==> config.mk <==
export PLATFORM = sky130hd
export DESIGN_NAME = staggered_pwm_update_scheduler
export DESIGN_NICKNAME = d
export VERILOG_FILES = /design/src/rtl/spwm_pkg.sv /design/src/rtl/spwm_ram.sv /design/src/rtl/spwm_slot_sel.sv /design/src/rtl/staggered_pwm_update_scheduler.sv
export SDC_FILE = /design/constraint.sdc
export NUM_CORES = 1
export LEC_CHECK = 0
export ABC_AREA = 1
export BUFFER_PORTS_ARGS = -buffer_cell sky130_fd_sc_hd__buf_2
export CORE_MARGIN = 2
export CORE_UTILIZATION = 65
export DETAILED_ROUTE_END_ITERATION = 12
export GPL_TIMING_DRIVEN = 0
export PLACE_DENSITY = 0.85
export SYNTH_ARGS = -nofsm -noshare
export SYNTH_HDL_FRONTEND = slang
export SYNTH_HIERARCHICAL = 1
export SYNTH_SLANG_ARGS = --single-unit
==> constraint.sdc <==
create_clock -name clk -period 7.95 [get_ports clk]
set_input_delay 1.59 -clock clk [delete_from_list [all_inputs] [get_ports clk]]
set_output_delay 1.59 -clock clk [all_outputs]
set_load 0.005 [all_outputs]
==> src/rtl/spwm_pkg.sv <==
// shared types, constants and codes for the staggered pwm update scheduler
package spwm_pkg;

    // field widths
    localparam int DUTY_W     = 13;
    localparam int TIMER_W    = 3;
    localparam int COUNT_W    = 4;
    localparam int MAP_SLOTS  = 8;
    localparam int MAP_W      = TIMER_W * MAP_SLOTS;
    localparam int CFG_IDX_W  = 1;
    localparam int CFG_DATA_W = MAP_W;

    // default build size
    localparam int DEF_MAX_SLOTS = 8;

    // full on duty, period is fixed at this many counts
    localparam logic [DUTY_W-1:0] FULL_SCALE = DUTY_W'(4096);

    // register reset values
    localparam logic [COUNT_W-1:0] SLOT_COUNT_RST = COUNT_W'(4);
    localparam logic [MAP_W-1:0]   SLOT_MAP_RST   = '0;

    // item operation codes
    typedef enum logic
    {
        OP_SET  = 1'b0,
        OP_TICK = 1'b1
    } op_t;

    // configuration register indexes
    typedef enum logic [CFG_IDX_W-1:0]
    {
        REG_SLOT_COUNT = 1'b0,
        REG_SLOT_MAP   = 1'b1
    } cfg_reg_t;

    // sequencer states
    typedef enum logic
    {
        ST_IDLE,
        ST_COMMIT
    } state_t;

    // input beat
    typedef struct packed
    {
        logic [0:0]         operation;
        logic [TIMER_W-1:0] timer_id;
        logic [DUTY_W-1:0]  duty;
    } in_item_t;

    // result beat
    typedef struct packed
    {
        logic [TIMER_W-1:0] commit_timer;
        logic [DUTY_W-1:0]  commit_duty;
    } res_item_t;

    // one slot entry as held in memory
    typedef struct packed
    {
        logic              pending;
        logic [DUTY_W-1:0] duty;
    } slot_entry_t;

    localparam int ENTRY_W = $bits(slot_entry_t);

endpackage

==> src/rtl/spwm_ram.sv <==
// generic simple dual port ram, one write port and one registered read port
module spwm_ram #(
    parameter int WIDTH = 8,
    parameter int DEPTH = 8,
    parameter int AW    = (DEPTH > 1) ? $clog2(DEPTH) : 1
) (
    input  logic             clk,
    input  logic             we,
    input  logic [AW-1:0]    waddr,
    input  logic [WIDTH-1:0] wdata,
    input  logic             re,
    input  logic [AW-1:0]    raddr,
    output logic [WIDTH-1:0] rdata
);

    logic [WIDTH-1:0] mem_reg [DEPTH];
    logic [WIDTH-1:0] rdata_reg;

    // write port
    always_ff @(posedge clk)
    begin
        if (we)
        begin
            mem_reg[waddr] <= wdata;
        end
    end

    // read port, registered
    always_ff @(posedge clk)
    begin
        if (re)
        begin
            rdata_reg <= mem_reg[raddr];
        end
    end

    assign rdata = rdata_reg;

endmodule

==> src/rtl/spwm_slot_sel.sv <==
// slot selection: active count, timer match and round-robin pointer step
module spwm_slot_sel
    import spwm_pkg::*;
#(
    parameter int USED_SLOTS = DEF_MAX_SLOTS,
    parameter int IDX_W      = (USED_SLOTS > 1) ? $clog2(USED_SLOTS) : 1
) (
    input  logic [COUNT_W-1:0] slot_count,
    input  logic [MAP_W-1:0]   slot_map,
    input  logic [TIMER_W-1:0] timer_id,
    input  logic [IDX_W-1:0]   pointer,
    output logic               hit,
    output logic [IDX_W-1:0]   match_slot,
    output logic [IDX_W-1:0]   tick_slot,
    output logic [TIMER_W-1:0] tick_timer,
    output logic [IDX_W-1:0]   next_ptr
);

    logic [COUNT_W-1:0] active;
    logic [IDX_W:0]     step;

    // active slot count, zero acts as one, capped at the built slots
    always_comb
    begin
        active = slot_count;
        if (active == '0)
        begin
            active = COUNT_W'(1);
        end
        if (active > COUNT_W'(USED_SLOTS))
        begin
            active = COUNT_W'(USED_SLOTS);
        end
    end

    // lowest active slot mapped to the requested timer
    always_comb
    begin
        hit        = 1'b0;
        match_slot = '0;
        for (int i = 0; i < USED_SLOTS; i++)
        begin
            if (!hit && (COUNT_W'(i) < active) &&
                (slot_map[TIMER_W*i +: TIMER_W] == timer_id))
            begin
                hit        = 1'b1;
                match_slot = IDX_W'(i);
            end
        end
    end

    // pointer past the active count falls back to slot 0
    assign tick_slot  = (COUNT_W'(pointer) >= active) ? '0 : pointer;
    assign tick_timer = slot_map[TIMER_W*tick_slot +: TIMER_W];

    // advance and wrap
    assign step     = {1'b0, tick_slot} + (IDX_W + 1)'(1);
    assign next_ptr = (COUNT_W'(step) >= active) ? '0 : step[IDX_W-1:0];

endmodule

==> src/rtl/staggered_pwm_update_scheduler.sv <==
// Staggered PWM update scheduler. Shadow duty and pending mark of every slot sit
// in one small RAM with a registered read; a per-slot valid flop marks entries
// written since reset, and an entry not yet written reads as pending with duty 0,
// so no clearing pass is needed and the block takes items right after reset.
// A set item is matched on the slot map and, on a hit, written to the RAM. A tick
// item goes through the RAM read of the slot under the pointer, then the
// commit cycle, where result_strobe is high for that single cycle if the slot
// was pending and the cleared mark is written back. busy is high during the
// commit cycle. The result cannot be held off: whoever takes it must sample it
// in the cycle result_strobe is high. Configuration writes are always ready.
module staggered_pwm_update_scheduler
    import spwm_pkg::*;
#(
    parameter int MAX_SLOTS = DEF_MAX_SLOTS
) (
    input  logic                  clk,
    input  logic                  rst_n,
    input  logic                  start,
    output logic                  busy,
    input  in_item_t              item,
    output logic                  result_strobe,
    output res_item_t             result,
    input  logic                  cfg_valid,
    output logic                  cfg_ready,
    input  logic [CFG_IDX_W-1:0]  cfg_index,
    input  logic [CFG_DATA_W-1:0] cfg_data
);

    localparam int USED_SLOTS = (MAX_SLOTS < MAP_SLOTS) ? MAX_SLOTS : MAP_SLOTS;
    localparam int IDX_W      = (USED_SLOTS > 1) ? $clog2(USED_SLOTS) : 1;

    logic [COUNT_W-1:0]    slot_count_reg;
    logic [MAP_W-1:0]      slot_map_reg;
    state_t                state_reg;
    state_t                state_next;
    logic [IDX_W-1:0]      ptr_reg;
    logic [USED_SLOTS-1:0] valid_reg;
    logic [IDX_W-1:0]      tick_slot_reg;
    logic [TIMER_W-1:0]    tick_timer_reg;

    logic                  accept;
    logic                  is_tick;
    logic                  hit;
    logic [IDX_W-1:0]      match_slot;
    logic [IDX_W-1:0]      tick_slot;
    logic [TIMER_W-1:0]    tick_timer;
    logic [IDX_W-1:0]      next_ptr;
    logic [DUTY_W-1:0]     sat_duty;

    logic                  ram_we;
    logic [IDX_W-1:0]      ram_waddr;
    slot_entry_t           ram_wdata;
    logic                  ram_re;
    logic [ENTRY_W-1:0]    ram_rdata;
    slot_entry_t           entry;

    assign accept    = start && !busy;
    assign is_tick   = (item.operation == OP_TICK);
    assign cfg_ready = 1'b1;

    // configuration registers
    always_ff @(posedge clk or negedge rst_n)
    begin
        if (!rst_n)
        begin
            slot_count_reg <= SLOT_COUNT_RST;
            slot_map_reg   <= SLOT_MAP_RST;
        end
        else if (cfg_valid && cfg_ready)
        begin
            unique case (cfg_index)
                REG_SLOT_COUNT: slot_count_reg <= cfg_data[COUNT_W-1:0];
                REG_SLOT_MAP:   slot_map_reg   <= cfg_data[MAP_W-1:0];
                default:        ;
            endcase
        end
    end

    // slot match and pointer step
    spwm_slot_sel #(
        .USED_SLOTS (USED_SLOTS),
        .IDX_W      (IDX_W)
    ) u_slot_sel (
        .slot_count (slot_count_reg),
        .slot_map   (slot_map_reg),
        .timer_id   (item.timer_id),
        .pointer    (ptr_reg),
        .hit        (hit),
        .match_slot (match_slot),
        .tick_slot  (tick_slot),
        .tick_timer (tick_timer),
        .next_ptr   (next_ptr)
    );

    // duty saturation at full scale
    assign sat_duty = (item.duty > FULL_SCALE) ? FULL_SCALE : item.duty;

    // slot state memory
    spwm_ram #(
        .WIDTH (ENTRY_W),
        .DEPTH (USED_SLOTS),
        .AW    (IDX_W)
    ) u_slot_ram (
        .clk   (clk),
        .we    (ram_we),
        .waddr (ram_waddr),
        .wdata (ram_wdata),
        .re    (ram_re),
        .raddr (tick_slot),
        .rdata (ram_rdata)
    );

    // unwritten entries read as pending with zero duty
    always_comb
    begin
        if (valid_reg[tick_slot_reg])
        begin
            entry = slot_entry_t'(ram_rdata);
        end
        else
        begin
            entry.pending = 1'b1;
            entry.duty    = '0;
        end
    end

    // next state
    always_comb
    begin
        state_next = state_reg;
        unique case (state_reg)
            ST_IDLE:
            begin
                if (accept && is_tick)
                begin
                    state_next = ST_COMMIT;
                end
            end
            ST_COMMIT:
            begin
                state_next = ST_IDLE;
            end
            default:
            begin
                state_next = ST_IDLE;
            end
        endcase
    end

    // outputs and memory access
    always_comb
    begin
        busy          = 1'b0;
        result_strobe = 1'b0;
        ram_re        = 1'b0;
        ram_we        = 1'b0;
        ram_waddr     = match_slot;
        ram_wdata     = '{pending: 1'b1, duty: sat_duty};
        unique case (state_reg)
            ST_IDLE:
            begin
                ram_re = start && is_tick;
                ram_we = start && !is_tick && hit;
            end
            ST_COMMIT:
            begin
                busy          = 1'b1;
                result_strobe = entry.pending;
                ram_we        = entry.pending;
                ram_waddr     = tick_slot_reg;
                ram_wdata     = '{pending: 1'b0, duty: entry.duty};
            end
            default:
            begin
                busy = 1'b0;
            end
        endcase
    end

    assign result.commit_timer = tick_timer_reg;
    assign result.commit_duty  = entry.duty;

    // control state
    always_ff @(posedge clk or negedge rst_n)
    begin
        if (!rst_n)
        begin
            state_reg <= ST_IDLE;
            ptr_reg   <= '0;
            valid_reg <= '0;
        end
        else
        begin
            state_reg <= state_next;
            if (accept && is_tick)
            begin
                ptr_reg <= next_ptr;
            end
            if (ram_we)
            begin
                valid_reg[ram_waddr] <= 1'b1;
            end
        end
    end

    // slot under the pointer, held for the commit cycle
    always_ff @(posedge clk)
    begin
        if (accept && is_tick)
        begin
            tick_slot_reg  <= tick_slot;
            tick_timer_reg <= tick_timer;
        end
    end

endmodule
==> run_summary.xml <==
<?xml version="1.0" encoding="UTF-8"?>
<metrics>
  <group name="yosys">
    <metric name="post-synth-top-area-fraction" unit="%">45.29</metric>
    <metric name="synth.net_count" unit="">1049</metric>
    <metric name="post_synthesis_cell_count" unit="">995</metric>
    <metric name="synth_top_cells_by_area" unit="">sky130_fd_sc_hd__edfxtp_1 (45%), sky130_fd_sc_hd__nand2_1 (15%), sky130_fd_sc_hd__dfrtp_1 (11%)</metric>
    <metric name="ys_warn_count" unit="">6</metric>
    <metric name="synth.cell_area" unit="mm^2">0.008752</metric>
    <metric name="synth_flop_cell" unit="">sky130_fd_sc_hd__edfxtp_1</metric>
    <metric name="syn_avg_cell_area" unit="um^2">8.796</metric>
    <metric name="synth.lib_cells_used.distinct" unit="">37</metric>
    <metric name="synth-seq-area-share" unit="%">56.74</metric>
    <metric name="number_of_enable_type_register_cells_in_the_synthesized_netlist" unit="">132</metric>
    <metric name="synth_most_common_cell" unit="">sky130_fd_sc_hd__nand2_1</metric>
    <metric name="postSynth.asyncResetShare" unit="%">23.26</metric>
    <metric name="synthTopCellsByCount" unit="">sky130_fd_sc_hd__nand2_1 (350), sky130_fd_sc_hd__inv_1 (148), sky130_fd_sc_hd__edfxtp_1 (132)</metric>
    <metric name="synth_top_area_cell" unit="">sky130_fd_sc_hd__edfxtp_1</metric>
    <metric name="synth_seq_cells" unit="">172</metric>
  </group>
  <group name="clocking">
    <metric name="ctsHoldBuffers" unit="">0</metric>
    <metric name="ctsRootBufferMaster" unit="">sky130_fd_sc_hd__clkbuf_16</metric>
    <metric name="numCtsBuffers" unit="">17</metric>
    <metric name="post_cts.resized_instances" unit="">0</metric>
    <metric name="clk_path_buf_depth" unit="">2</metric>
    <metric name="clk_latency" unit="ns">0.44</metric>
    <metric name="cts_max_level" unit="">4</metric>
    <metric name="postCtsSetupBuffers" unit="">0</metric>
    <metric name="clk_pin_slew" unit="ns">0.06</metric>
    <metric name="tritoncts_num_sinks" unit="">172</metric>
    <metric name="tritoncts" unit="">built</metric>
  </group>
  <group name="timing">
    <metric name="maxClockFrequency" unit="MHz">239.9</metric>
    <metric name="final-hold-violation-count" unit="">0</metric>
    <metric name="timing.final.crit_period" unit="ns">4.169</metric>
    <metric name="finalSetupViolations" unit="">0</metric>
    <metric name="timing.clock.skew" unit="ns">0.008194</metric>
    <metric name="rsz0062_at_grt" unit="">no</metric>
    <metric name="final.period_utilization" unit="%">52.44</metric>
    <metric name="max_transition_margin" unit="%">23.71</metric>
    <metric name="final.setup.tns" unit="ns">0</metric>
    <metric name="slew_viol_final" unit="">0</metric>
    <metric name="max_slew.worst_pin.slew" unit="ns">1.132</metric>
  </group>
  <group name="worst_setup_path">
    <metric name="setup.worst_path.start_class" unit="">input pin</metric>
    <metric name="r2r-start" unit="">slot_count_reg[3]</metric>
    <metric name="setup.worst_path.start" unit="">item[13]</metric>
    <metric name="critical_path_peak_fanout" unit="">14</metric>
    <metric name="worstPathRequired" unit="ns">8.00</metric>
    <metric name="kind_of_critical_path" unit="">input pin to flop</metric>
    <metric name="setup.worst_path.end_class" unit="">flop</metric>
    <metric name="arrival_time_at_the_worst_endpoint" unit="ns">4.22</metric>
  </group>
  <group name="job">
    <metric name="max_cap_violations" unit="">0</metric>
  </group>
  <group name="drt">
    <metric name="routed_via_density" unit="">5.494</metric>
    <metric name="detail_route.wirelength.met1" unit="um">7819</metric>
    <metric name="wirelength_per_cell" unit="um">16.82</metric>
    <metric name="first_iter_violations" unit="">911</metric>
    <metric name="route.detailed.drc" unit="">0</metric>
    <metric name="routed_wirelength" unit="um">21260</metric>
    <metric name="dr_wl_met2" unit="um">10450</metric>
    <metric name="detailroute.wirelength.met3" unit="um">2390</metric>
    <metric name="routed-via-count" unit="">6945</metric>
    <metric name="count_of_nets_left_with_antenna_violations_after_detail_routing" unit="">0</metric>
    <metric name="detailedRoute.firstPassIterationCount" unit="">6</metric>
    <metric name="maxUsedRoutingLayer" unit="">met4</metric>
  </group>
  <group name="power">
    <metric name="power.share.switching" unit="%">35.05</metric>
    <metric name="seq_power_share" unit="%">38.5</metric>
    <metric name="p_leak" unit="nW">4.867</metric>
    <metric name="cell_internal_pwr" unit="mW">1.864</metric>
    <metric name="power-per-cell-area" unit="mW/mm^2">289.9</metric>
    <metric name="power.share.combinational" unit="%">32.1</metric>
    <metric name="clock_power_share" unit="%">29.3</metric>
    <metric name="power.switching" unit="mW">1.006</metric>
    <metric name="max-vdd-ir-drop" unit="mV">0.1631</metric>
  </group>
  <group name="final_layout">
    <metric name="largest_reg_flops" unit="">112</metric>
    <metric name="fill_cells" unit="">891</metric>
    <metric name="n_antenna_cell" unit="">0</metric>
    <metric name="areaGrowthSynthToFinish" unit="%">13.11</metric>
    <metric name="final_net_count" unit="">1129</metric>
    <metric name="layout-drive-gt1-share" unit="%">20.68</metric>
    <metric name="final_cell_count_no_fill" unit="">1264</metric>
  </group>
  <group name="placement">
    <metric name="placement.io_buffers" unit="">60</metric>
    <metric name="dpl_hpwl" unit="um">14090</metric>
    <metric name="place_congestion" unit="">0.9007</metric>
    <metric name="post-place-cells" unit="">1232</metric>
  </group>
  <group name="global_routing">
    <metric name="global_route.usage.total" unit="%">30.97</metric>
    <metric name="grt-ovfl-total" unit="">0</metric>
    <metric name="grt_start_max_net_pins" unit="">41</metric>
    <metric name="antenna_found_initial" unit="">0</metric>
    <metric name="global_route_wire_length_before_repair" unit="um">33190</metric>
    <metric name="grt_pass1_vias" unit="">6653</metric>
  </group>
  <group name="floorplanning">
    <metric name="core_area" unit="mm^2">0.01319</metric>
    <metric name="die_area" unit="mm^2">0.01441</metric>
    <metric name="die_y" unit="um">120.0</metric>
    <metric name="num_ports" unit="">65</metric>
    <metric name="floorplan.rows" unit="">42</metric>
    <metric name="floorplan.initialDensity" unit="%">66.35</metric>
    <metric name="die_w" unit="um">120.0</metric>
  </group>
  <group name="hold_path">
    <metric name="worst_hold_startpoint" unit="">valid_reg[1]</metric>
    <metric name="worst_hold_path_type" unit="">flop to flop</metric>
  </group>
  <group name="status">
    <metric name="run_status" unit="">complete, no violations</metric>
  </group>
</metrics>
[worst max-delay path: stages]
cell and delay, ns:
sky130_fd_sc_hd__buf_2 0.16, sky130_fd_sc_hd__inv_1 0.17, sky130_fd_sc_hd__o21ai_0 0.12, sky130_fd_sc_hd__nor2_1 0.21, sky130_fd_sc_hd__nand2_1 0.09, sky130_fd_sc_hd__nand2_1 0.13, sky130_fd_sc_hd__nor3_2 0.07, sky130_fd_sc_hd__o211ai_1 0.12
sky130_fd_sc_hd__nand2_1 0.07, sky130_fd_sc_hd__o21ai_0 0.30, sky130_fd_sc_hd__inv_1 0.16, sky130_fd_sc_hd__inv_1 0.11, sky130_fd_sc_hd__nand2_1 0.10, sky130_fd_sc_hd__nor2_2 0.79
[kinds of logic (layout without fill, tap and decap cells)]
logic type / count (synthesis) / in the layout / synth area share (%)
simple gates: 512 / 512 / 24.26
buf+inv: 235 / 328 / 11.47
flops: 172 / 172 / 56.74
compound gates: 40 / 40 / 2.988
mux: 20 / 20 / 2.573
fa+ha+maj: 8 / 8 / 1.144
xor+xnor: 7 / 7 / 0.7864
other cells: 1 / 1 / 0.04285
[through the flow]
step                      worst slack (ns)  hold WS, ns  power (mW)  area, um^2  util [%]
after floorplan                      3.987       0.4214       1.740        8752         -
after global placement               3.059       0.4392       1.968        9273     70.30
after detailed placement             3.088       0.4402       2.007        9294     70.46
after CTS                            3.551       0.4569       2.849        9892     75.00
after global routing                 3.547       0.4850       2.992        9899     75.05
final                                3.781       0.4522       2.870        9899     75.05
[area by class of cell]
| type | count | area (um^2) | area share [%] |
|---|---|---|---|
| flip-flops and latches | 172 | 4966 | 50.16 |
| multi-input cells | 588 | 2800 | 28.29 |
| inverters | 203 | 769.5 | 7.773 |
| clock buffers | 19 | 432.9 | 4.373 |
| repair buffers | 61 | 311.5 | 3.147 |
| plain buffers | 32 | 234.0 | 2.363 |
| well taps | 176 | 220.2 | 2.224 |
| clock inverters | 13 | 165.2 | 1.668 |
[path summary, 6_finish.rpt]
check                      slack [ns]  cells after the start                       end
max reg2reg                      3.99                     18                ptr_reg[2]
min reg2reg                      0.45                      2              valid_reg[1]
min                              0.45                      2              valid_reg[1]
max in group asynchronous        6.12                      1                ptr_reg[0]
max                              3.78                     14  u_slot_ram/mem_reg[0][2]
min in group asynchronous        1.27                      1           slot_map_reg[2]
[power by group through the flow]
stage	logic [mW]	clock network (mW)	registers, mW
after floorplan	0.629	0	1.11
after global placement	0.848	0	1.12
after detailed placement	0.884	0	1.12
after CTS	0.894	0.849	1.11
after global routing	0.994	0.886	1.11
final	0.922	0.842	1.11
[per-layer routing]
metal / GRT usage, % / vias to the layer above
li1: - / 3273
met1: 38.54 / 3150
met2: 51.03 / 460
met3: 8.080 / 62
met4: 13.97 / 0
met5: 0 / -
[placed cells by master (no fill, tap or decap), types with 3 or more instances in the layout]
master / netlist / routed
sky130_fd_sc_hd__ha_1: 8 / 8
sky130_fd_sc_hd__nand2_1: 350 / 350
sky130_fd_sc_hd__edfxtp_1: 132 / 132
sky130_fd_sc_hd__o21ai_0: 24 / 24
sky130_fd_sc_hd__clkbuf_16: 0 / 17
sky130_fd_sc_hd__nor2_1: 45 / 38
sky130_fd_sc_hd__xor2_1: 3 / 3
sky130_fd_sc_hd__clkbuf_1: 1 / 3
sky130_fd_sc_hd__clkinv_2: 6 / 7
sky130_fd_sc_hd__nor2_2: 0 / 7
sky130_fd_sc_hd__buf_2: 16 / 76
sky130_fd_sc_hd__inv_1: 148 / 148
sky130_fd_sc_hd__dfrtp_1: 39 / 39
sky130_fd_sc_hd__xnor2_1: 3 / 3
sky130_fd_sc_hd__o21ai_2: 11 / 11
sky130_fd_sc_hd__inv_2: 49 / 49
sky130_fd_sc_hd__nand2_2: 3 / 3
sky130_fd_sc_hd__buf_6: 11 / 12
sky130_fd_sc_hd__buf_4: 3 / 3
sky130_fd_sc_hd__nand3_1: 97 / 97
sky130_fd_sc_hd__nand4_1: 7 / 7
sky130_fd_sc_hd__clkinvlp_4: 0 / 4
sky130_fd_sc_hd__bufinv_16: 0 / 3
sky130_fd_sc_hd__mux2_2: 20 / 20
(Power assumes the default switching activity.)
